File: src/bdg_pkg.sv
// Shared types and constants of the button debounce and gesture detector.
package bdg_pkg;

  localparam int unsigned TimeW = 32;
  localparam int unsigned CfgW  = 32;
  localparam int unsigned CfgIdxW = 2;

  // Configuration register indexes.
  localparam logic [CfgIdxW-1:0] CfgDebounce    = 2'd0;
  localparam logic [CfgIdxW-1:0] CfgLongPress   = 2'd1;
  localparam logic [CfgIdxW-1:0] CfgDoubleClick = 2'd2;
  localparam logic [CfgIdxW-1:0] CfgInitLevel   = 2'd3;

  // Reset values of the configuration registers.
  localparam logic [TimeW-1:0] DebounceRst    = TimeW'(20);
  localparam logic [TimeW-1:0] LongPressRst   = TimeW'(1000);
  localparam logic [TimeW-1:0] DoubleClickRst = TimeW'(300);
  localparam logic             InitLevelRst   = 1'b0;

  typedef enum logic [2:0] {
    GestNone   = 3'd0,
    GestPress  = 3'd1,
    GestRelease = 3'd2,
    GestClick  = 3'd3,
    GestDouble = 3'd4,
    GestLong   = 3'd5
  } gesture_e;

  // One accepted sample as seen by the gesture state machine.
  typedef struct packed {
    logic             take;   // a sample is accepted this cycle
    logic             fire;   // debounced level changes with this sample
    logic             level;  // new debounced level when fire is set
    logic [TimeW-1:0] now;
  } bdg_step_t;

endpackage

File: src/bdg_fsm.sv
// Gesture state machine: turns debounced level changes into gesture events.
module bdg_fsm import bdg_pkg::*; (
  input  logic             clk_i,
  input  logic             rst_ni,
  input  logic             restart_i,
  input  bdg_step_t        step_i,
  input  logic [TimeW-1:0] long_press_time_i,
  input  logic [TimeW-1:0] double_click_window_i,
  output gesture_e         gesture_o
);

  typedef enum logic [2:0] {
    StIdle    = 3'd0,
    StPressed = 3'd1,
    StLong    = 3'd2,
    StWait    = 3'd3,
    StSecond  = 3'd4
  } state_e;

  state_e           state_q, state_d;
  logic [TimeW-1:0] press_time_q, press_time_d;
  logic [TimeW-1:0] release_time_q, release_time_d;
  logic [TimeW-1:0] since_press, since_release;
  gesture_e         gest;

  assign since_press   = step_i.now - press_time_q;
  assign since_release = step_i.now - release_time_q;

  always_comb begin
    state_d        = state_q;
    press_time_d   = press_time_q;
    release_time_d = release_time_q;
    gest           = GestNone;
    if (step_i.fire && step_i.level) begin
      unique case (state_q)
        StIdle: begin
          state_d      = StPressed;
          press_time_d = step_i.now;
          gest         = GestPress;
        end
        StWait: begin
          press_time_d = step_i.now;
          if (since_release <= double_click_window_i) begin
            state_d = StSecond;
            gest    = GestPress;
          end else begin
            state_d = StPressed;
            gest    = GestClick;
          end
        end
        default: ;
      endcase
    end else if (step_i.fire) begin
      unique case (state_q)
        StPressed: begin
          state_d        = StWait;
          release_time_d = step_i.now;
          gest           = GestRelease;
        end
        StSecond: begin
          state_d = StIdle;
          gest    = GestDouble;
        end
        StLong: begin
          state_d = StIdle;
          gest    = GestRelease;
        end
        default: ;
      endcase
    end
    // Timeouts only when no edge event came out of this sample.
    if (gest == GestNone) begin
      unique case (state_q)
        StPressed, StSecond: begin
          if (since_press >= long_press_time_i) begin
            state_d = StLong;
            gest    = GestLong;
          end
        end
        StWait: begin
          if (since_release >= double_click_window_i) begin
            state_d = StIdle;
            gest    = GestClick;
          end
        end
        default: ;
      endcase
    end
  end

  always_ff @(posedge clk_i or negedge rst_ni) begin
    if (!rst_ni) begin
      state_q        <= StIdle;
      press_time_q   <= '0;
      release_time_q <= '0;
    end else if (restart_i) begin
      state_q        <= StIdle;
      press_time_q   <= '0;
      release_time_q <= '0;
    end else if (step_i.take) begin
      state_q        <= state_d;
      press_time_q   <= press_time_d;
      release_time_q <= release_time_d;
    end
  end

  assign gesture_o = gest;

endmodule

File: src/button_debounce_gesture_detector.sv
// Top level of the button debounce and gesture detector.
// Each input transaction carries one raw button sample (level_i, 1 = pressed)
// and a wrapping millisecond timestamp; each one yields exactly one output
// transaction with a gesture code (none, press, release, click, double click,
// long press). A raw level change restarts the debounce timer; once the raw
// level has differed from the accepted level for debounce_time ms it is taken
// as the new level and fed to the gesture state machine. Long-press and
// double-click timeouts are checked only when no edge event fired for that
// sample. All time differences wrap modulo 2^32. The block takes one sample
// per clock: the whole update (three wrapping subtracts with compares and
// the state machine) is combinational into the output register, so a new
// transaction is accepted every cycle unless the output register is full and
// stalled; each result is shown from the cycle after its sample is taken.
// Configuration writes are taken at once, with no wait; any write reloads the
// initial level and sends the state machine back to idle with cleared time
// stamps. Write the configuration only while no transaction is in flight.
module button_debounce_gesture_detector import bdg_pkg::*; (
  input  logic               clk_i,
  input  logic               rst_ni,
  // configuration write port
  input  logic               cfg_we_i,
  input  logic [CfgIdxW-1:0] cfg_idx_i,
  input  logic [CfgW-1:0]    cfg_wdata_i,
  // sample channel
  input  logic               in_valid_i,
  output logic               in_ready_o,
  input  logic               level_i,
  input  logic [TimeW-1:0]   timestamp_i,
  // gesture channel
  output logic               out_valid_o,
  input  logic               out_ready_i,
  output logic [2:0]         gesture_o
);

  // Configuration registers.
  logic [TimeW-1:0] debounce_q, long_press_q, double_click_q;
  logic             init_level_q;

  // Debounce state.
  logic             raw_q, stable_q;
  logic [TimeW-1:0] edge_time_q;

  // Output register.
  logic             out_valid_q;
  gesture_e         gesture_q;

  logic             take;
  logic             raw_change;
  logic [TimeW-1:0] since_edge;
  logic             init_level_d;
  bdg_step_t        step;
  gesture_e         gesture_d;

  // Take a sample whenever the output register is free or drains this cycle.
  assign in_ready_o = !out_valid_q || out_ready_i;
  assign take       = in_valid_i && in_ready_o;

  // A raw change restarts the timer, so the elapsed time is zero then.
  assign raw_change = level_i != raw_q;
  assign since_edge = raw_change ? '0 : (timestamp_i - edge_time_q);

  assign step.take  = take;
  assign step.fire  = (level_i != stable_q) && (since_edge >= debounce_q);
  assign step.level = level_i;
  assign step.now   = timestamp_i;

  // Level that a config write restarts from (new value if this write sets it).
  assign init_level_d = (cfg_idx_i == CfgInitLevel) ? cfg_wdata_i[0] : init_level_q;

  bdg_fsm u_fsm (
    .clk_i                 (clk_i),
    .rst_ni                (rst_ni),
    .restart_i             (cfg_we_i),
    .step_i                (step),
    .long_press_time_i     (long_press_q),
    .double_click_window_i (double_click_q),
    .gesture_o             (gesture_d)
  );

  // Configuration registers: store the written value.
  always_ff @(posedge clk_i or negedge rst_ni) begin
    if (!rst_ni) begin
      debounce_q     <= DebounceRst;
      long_press_q   <= LongPressRst;
      double_click_q <= DoubleClickRst;
      init_level_q   <= InitLevelRst;
    end else if (cfg_we_i) begin
      unique case (cfg_idx_i)
        CfgDebounce:    debounce_q     <= cfg_wdata_i[TimeW-1:0];
        CfgLongPress:   long_press_q   <= cfg_wdata_i[TimeW-1:0];
        CfgDoubleClick: double_click_q <= cfg_wdata_i[TimeW-1:0];
        CfgInitLevel:   init_level_q   <= cfg_wdata_i[0];
        default: ;
      endcase
    end
  end

  // Debounce: track the raw level and time of its last change.
  always_ff @(posedge clk_i or negedge rst_ni) begin
    if (!rst_ni) begin
      raw_q       <= InitLevelRst;
      stable_q    <= InitLevelRst;
      edge_time_q <= '0;
    end else if (cfg_we_i) begin
      raw_q       <= init_level_d;
      stable_q    <= init_level_d;
      edge_time_q <= '0;
    end else if (take) begin
      if (raw_change) begin
        raw_q       <= level_i;
        edge_time_q <= timestamp_i;
      end
      if (step.fire) begin
        stable_q <= level_i;
      end
    end
  end

  // Output register: load on take, drop when the consumer takes it.
  always_ff @(posedge clk_i or negedge rst_ni) begin
    if (!rst_ni) begin
      out_valid_q <= 1'b0;
    end else if (take) begin
      out_valid_q <= 1'b1;
    end else if (out_ready_i) begin
      out_valid_q <= 1'b0;
    end
  end

  always_ff @(posedge clk_i) begin
    if (take) begin
      gesture_q <= gesture_d;
    end
  end

  assign out_valid_o = out_valid_q;
  assign gesture_o   = gesture_q;

endmodule

File: config.mk
export PLATFORM = sky130hd
export DESIGN_NAME = button_debounce_gesture_detector
export DESIGN_NICKNAME = d
export VERILOG_FILES = /design/src/bdg_pkg.sv /design/src/bdg_fsm.sv /design/src/button_debounce_gesture_detector.sv
export SDC_FILE = /design/constraint.sdc
export NUM_CORES = 1
export LEC_CHECK = 0
export ABC_AREA = 1
export BUFFER_PORTS_ARGS = -buffer_cell sky130_fd_sc_hd__buf_2
export CAP_MARGIN = 5
export CORE_ASPECT_RATIO = 1.1
export CORE_MARGIN = 4
export CORE_UTILIZATION = 50
export CTS_CLUSTER_SIZE = 40
export DETAILED_ROUTE_END_ITERATION = 7
export PLACE_DENSITY = 0.72
export REMOVE_ABC_BUFFERS = 1
export SLEW_MARGIN = 20
export SYNTH_ARGS = -nofsm -noshare
export SYNTH_HDL_FRONTEND = slang
export SYNTH_SLANG_ARGS = --single-unit
File: constraint.sdc
create_clock -name clk_i -period 3.5 [get_ports clk_i]
set_input_delay 0.7 -clock clk_i [delete_from_list [all_inputs] [get_ports clk_i]]
set_output_delay 0.7 -clock clk_i [all_outputs]
set_load 0.05 [all_outputs]
## Yosys cells after proc, flatten, opt, wreduce, memory -nomap -nowiden

Cells that the tools add are included.

| word-level totals | value |
|---|---|
| RAM bits | 0 |
| bits in read-only memories | 0 |
| output and inout port bits | 5 |
| flip-flop bits (word level) | 202 |
| logic and storage cells | 97 |
| input port bits | 72 |
| memories | 0 |
| latch bits | 0 |

| cells by class | value |
|---|---|
| mux-type cells | 42 |
| multiply operators | 0 |
| equal/unequal tests | 10 |
| divide/modulo/power cells | 0 |
| bitwise gates (word level) | 0 |
| shift operators | 0 |
| reduce and logical (&&, ||, !) cells | 26 |
| magnitude comparators | 4 |
| $add $sub $neg | 3 |

Operators with widths:

| cell | number |
|---|---|
| $mux 32 | 13 |
| $ge 32x32->1 | 3 |
| $sub 32x32->32 | 3 |
| $mux 3 | 13 |
| $pmux 3 s2 | 6 |
| $le 32x32->1 | 1 |
| $reduce_bool 2->1 | 7 |
| $reduce_and 2->1 | 5 |
| $mux 1 | 9 |
| $reduce_or 2->1 | 4 |
| $eq 3x2->1 const B | 2 |
| $logic_not 3->1 | 2 |
| $eq 2x2->1 const B | 2 |
| $reduce_and 4->1 | 1 |
| $eq 3x1->1 const B | 1 |
| $eq 3x3->1 const B | 1 |
| $logic_and 1x1->1 | 3 |
| $reduce_and 3->1 | 1 |
| $eq 2x1->1 const B | 1 |
| $logic_not 2->1 | 1 |
| $mux 2 | 1 |
| $ne 1x1->1 | 2 |
| $ne 2x2->1 const B | 1 |
| $logic_not 1->1 | 1 |
| $logic_or 1x1->1 | 1 |

## Depth between registers and ports, before layout

| depth | value |
|---|---|
| depth after elaboration | 11 |
| mapped depth | 32 |

## Hierarchy

Synthesis repeated with hierarchy kept, for this count alone.

| second synthesis, totals | value |
|---|---|
| cells, all modules | 2251 |
| area total of the unflattened synthesis | 16211.8 sq um |

By module, submodules not included:

| module | cells each | instances | area an instance (sq um) |
|---|---|---|---|
| bdg_fsm | 1232 | 1 | 8280.4 |
| button_debounce_gesture_detector | 1019 | 1 | 7931.4 |

## Worst setup path before layout

Ideal clock, no wire load.

| timing | value |
|---|---|
| path kind | input port to flip-flop |
| start point | input port timestamp_i[0] |
| end point | register u_fsm.release_time_q[15] |
| setup slack | -548 ps |
| buffers on the path | 1 |
| arrival | 3929 ps |
| setup time | 119 ps |
| cell stages on the path | 30 |
| cell sequence | inv_1 > ha_1 > inv_1 > fa_1 > nand3_1 > nand3_1 > inv_1 > o21bai_1 > nand2_1 > nand2_1 > nand2_1 > nand2_1 > a21o_1 > a21oi_1 > nand2_1 > nand2_1 > nor2_1 > ha_1 > nand2_1 > nor2_1 > nand4_1 > a21oi_1 > nor2_2 > nand2_4 > nand2_2 > nor2_4 > nand4_4 > buf_6 > nand3_2 > o21ai_2 |

| on the way | value |
|---|---|
| cells in the longest elaborated chain, start to end | 7 |
| elaborated cells on any way between the ends | 8 |

RTL lines:

| item | line | text |
|---|---|---|
| from (decl) | button_debounce_gesture_detector.sv:28 | `input logic [TimeW-1:0] timestamp_i,` |
| $sub 32x32->32 (*) | button_debounce_gesture_detector.sv:60 | `assign since_edge = raw_change ? '0 : (timestamp_i - edge_time_q);` |
| $mux 32 (*) | button_debounce_gesture_detector.sv:60 |  |
| $ge 32x32->1 (*) | button_debounce_gesture_detector.sv:63 | `assign step.fire = (level_i != stable_q) && (since_edge >= debounce_q);` |
| $logic_and 1x1->1 (*) | button_debounce_gesture_detector.sv:63 |  |
| $logic_and 1x1->1 | bdg_fsm.sv:34 | `if (step_i.fire && step_i.level) begin` |
| $ne 2x2->1 (no line) | -- |  |
| $reduce_and 4->1 (no line) (*) | -- |  |
| to (signal assigned) | bdg_fsm.sv:103 | `release_time_q <= release_time_d;` |
| to (decl) | bdg_fsm.sv:22 | `logic [TimeW-1:0] release_time_q, release_time_d;` |

Every way passes the cells marked *; elsewhere a longest branch is shown, timed or not.
A chain may end at the register's enable or synchronous reset.

## Worst setup path after layout

| timing | value |
|---|---|
| start point | register edge_time_q[12] |
| end point | register u_fsm.release_time_q[17] |

| on the way | value |
|---|---|
| cells in the longest elaborated chain, start to end | 7 |
| elaborated cells on any way between the ends | 8 |

RTL lines:

| item | line | text |
|---|---|---|
| from (decl) | button_debounce_gesture_detector.sv:41 | `logic [TimeW-1:0] edge_time_q;` |
| from (signal assigned) | button_debounce_gesture_detector.sv:111 | `edge_time_q <= timestamp_i;` |
| $sub 32x32->32 (*) | button_debounce_gesture_detector.sv:60 |  |
| $mux 32 (*) | button_debounce_gesture_detector.sv:60 |  |
| $ge 32x32->1 (*) | button_debounce_gesture_detector.sv:63 |  |
| $logic_and 1x1->1 (*) | button_debounce_gesture_detector.sv:63 |  |
| $logic_and 1x1->1 | bdg_fsm.sv:34 |  |
| $ne 2x2->1 (no line) | -- |  |
| $reduce_and 4->1 (no line) (*) | -- |  |

Marked as above.

==> summary.md <==
| Metric | Value |
|---|---|
| Nets | 2903 |
| Fin crit share | 118% |
| Pwr dens | between 400 and 500 nW/um2 |
| Sequential power share | 28.3% |
| CP max stage delay | 0.38 ns |
| CP startpoint kind | register |
| Final WS setup | -0.617 ns |
| Post-DP HPWL | 41600 um |
| Vias per Instance | 5.34 |
| Run status | finished, violations left |
| I/O pin count | 77 |
| Worst min-delay path class | in2async |
| Switching share of power | 36.8% |
| Data arrival time of the worst path | ~4.5 ns |
| Post-Route WL | 55000 um |
| Max_slew headroom | 35.1% |
| Power Internal | 0.00619 W |
| Max cap viols | 0 |
| Vias | 16400 |
| Top cells by area, synth | dfrtp_1 (29%), ha_1 (15%), nand2_1 (11%) |
| Synth area leader | dfrtp_1 |
| Skew final | 0.0186 ns |
| Number of enable flip-flop cells after synthesis | 3 |
| Inserted Clock Buffers | 23 |
| Routability congestion estimate | 0.984 |
| RR Startpoint | edge_time_q[12]$_DFFE_PN0P_ |
| Synth Area per Inst | 7.36 um2 |
| Post-Synthesis Cells | 2164 |
| Failing checks | negative setup slack |
| Core ar. | 31400 um2 |
| GRT Util Overall | a little under a third |
| Drt pass-1 iters | 5 |
| TritonCTS sink count | 202 |
| Cell Rows | 68 |
| Initial core utilization | 50.7% |
| Clock Path Buffers | 3 |
| Top_reg_cell synth | dfrtp_1 |
| DIE WIDTH | 178 um |
| Fraction of layout cells with a size suffix above 1 | 29.3% |
| Final Hold Viols | 0 |
| First-pass GRT wire length | 84300 um |
| Mapped cell area | around 16000 um2 |
| DR DRC count | 0 |
| Synth top area share | 29.4% |
| Pin count of the biggest net entering global routing | 77 |
| Flops & latches, synth | ~200 |
| CTS Root Cell | clkbuf_16 |
| Clk pwr share | between 20% and 30% |
| DR iter-0 viols | 1044 |
| Number of warnings issued by yosys | 0 |
| Worst-path fanout max | 9 |
| Finished Core Util | between 60 and 70% |
| Combinational power share | 44.0% |
| Seq/Total Area, Yosys | 31.9% |
| Slew @ Worst Pin | 0.973 ns |
| Worst vdd ir | 422 uV |
| DIE HEIGHT | 195 um |
| Net switching power of the design | 0.00361 W |
| H-tree levels | 1 |
| Worst Setup Path Type | reg2reg |
| Clk slew on worst S/H paths | 0.06 ns |
| Critical Path Start | edge_time_q[12]$_DFFE_PN0P_ |
| Vias in the first global route | about 17000 |
| Final setup vio count | between 70 and 80 |
| Filler cells | 2562 |
| Port Buf Inserts | 76 |
| Critical-path top delay cell | ha_1 |
| Clk Latency, worst-skew pair | 0.54 ns |
| GRT overflow | 0 |
| Die ar. | 34800 um2 |
| Count leader, synth | nand2_1 |
| Top cells by count, synth | nand2_1 (472), inv_1 (366), o21ai_0 (217) |
| TritonCTS clock tree | done |
| Tmin final | 4.12 ns |
| Most frequent CP cell | nand2_2 |
| Critical Path RT | around 3.9 ns |
| Cell variety after synth | 49 |
| Critical Path Sink Type | register |
| DP Area | 19600 um2 |
| Unrepaired setup endpoints after global routing | true |
| Static Leakage | 11.1 nW |
| Diodes inserted | 0 |
| Pins Over Slew Limit | 0 |
| Fin area | 21700 um2 |
| Initial antenna violation count | 1 |
| Wire per inst | 17.9 um |
| Max Clock Freq | 243 MHz |
| FFs w/ async S/R, synth | 98.5% |
| Post-route ant nets | 0 |
| Area growth from synthesis to layout | 36.4% |
==> stage by stage <==
| stage | setup WS (ns) | TNS, ns | hold WS (ns) | total power, W | instances |
|---|---|---|---|---|---|
| floorplan | -1.42 | -113.59 | 0.404 | 0.00488 | 2116 |
| global placement | -1.15 | -72.10 | 0.467 | 0.00653 | 3003 |
| detailed placement | -1.21 | -82.18 | 0.474 | 0.00666 | 3003 |
| CTS | -0.519 | -34.63 | 0.141 | 0.00961 | 3064 |
| global route | -0.850 | -56.70 | 0.163 | 0.0104 | 3076 |
| finish | -0.617 | -40.37 | 0.144 | 0.00981 | 3076 |
==> cell type report <==
type	instances	area (um2)	area share (%)
Sequential cell	202	5080	23.4
Timing Repair Buffer	498	3870	17.8
Clock buffer	30	653	3.01
Clock inverter	12	198	0.910
Multi-Input combinational cell	1546	10000	46.1
Inverter	368	1380	6.37
Tap cell	420	526	2.42
==> cells by family (layout without fill, tap and decap cells) <==
| group | Yosys count | count (layout) | synth area share [%] |
|---|---|---|---|
| DFF | 202 | 202 | 31.9 |
| and+or+nand+nor | 766 | 766 | 20.8 |
| xor gates and xnor gates | 64 | 64 | 3.52 |
| buffers and inverters | 416 | 908 | 10.2 |
| AOI/OAI and AO/OA | 523 | 523 | 18.3 |
| muxes | 1 | 1 | 0.0707 |
| adders and majority gates | 192 | 192 | 15.2 |
==> sequential cells by signal, summed over array words and instances (netlist names) <==
| register | cells |
|---|---|
| edge_time_q | 32 |
| u_fsm.press_time_q | 32 |
| out_valid_o | 1 |
| u_fsm.release_time_q | 32 |
| double_click_q | 32 |
| gesture_o | 3 |
| long_press_q | 32 |
| init_level_q | 1 |
| u_fsm.state_q | 3 |
| raw_q | 1 |
| stable_q | 1 |
| debounce_q | 32 |
==> layer usage <==
layer | routed length, um | global-route usage (%) | up-vias
li1 | - | - | 8021
met1 | 20600 | 34.4 | 7630
met2 | 27200 | 53.3 | 557
met3 | 2880 | 3.93 | 220
met4 | 4250 | 19.6 | 2
met5 | 10 | 0 | -
==> final timing paths <==
kind / endpoint / slack (ns) / cells past startpoint
worst min-delay path: long_press_q[1]$_DFFE_PN0P_ / 0.14 / 1
max in group asynchronous: u_fsm.press_time_q[26]$_DFFE_PN0P_ / 2.56 / 2
worst min register to register: long_press_q[21]$_DFFE_PN0P_ / 0.48 / 2
worst max register to register: u_fsm.release_time_q[17]$_DFFE_PN0P_ / -0.62 / 28
worst max-delay path: u_fsm.release_time_q[17]$_DFFE_PN0P_ / -0.62 / 28
min in group clk_i: double_click_q[3]$_DFFE_PN1P_ / 0.42 / 3
==> worst max-delay path, delay by kind of cell (launching register included) <==
family	cells	cell delay, ns
compound gates	3	0.32
fa+ha+maj	2	0.67
buf+inv	4	0.54
flops	1	0.35
simple gates	19	2.08
==> cell usage in the layout, fill, tap and decap left out, types with 43 or more instances in the layout <==
cell,n
o21ai_0,208
a21oi_1,156
o21ai_2,49
dfrtp_1,187
buf_2,75
nor2_1,134
nand2_1,425
inv_1,357
buf_4,394
ha_1,177
nand3_1,43
==> power by group through the flow <==
stage / clock (W) / combinational (W) / sequential, W
5_1_grt: 0.00286 / 0.00476 / 0.00281
6_report: 0.00272 / 0.00431 / 0.00278
2_1_floorplan: 0 / 0.00210 / 0.00278
4_1_cts: 0.00275 / 0.00408 / 0.00277
3_5_place_dp: 0 / 0.00385 / 0.00281
3_3_place_gp: 0 / 0.00373 / 0.00280
==> repair_timing <==
item | CTS | global route
gates cloned | 2 | 5
setup endpoints to repair | 71 | 71
setup buffers | 17 | 9
hold endpoints to repair | 0 | 0
pin swaps | 36 | 27
hold buffers | 0 | 0
resized for setup | 109 | 113
Note: power is estimated with default switching activity, not from simulation.
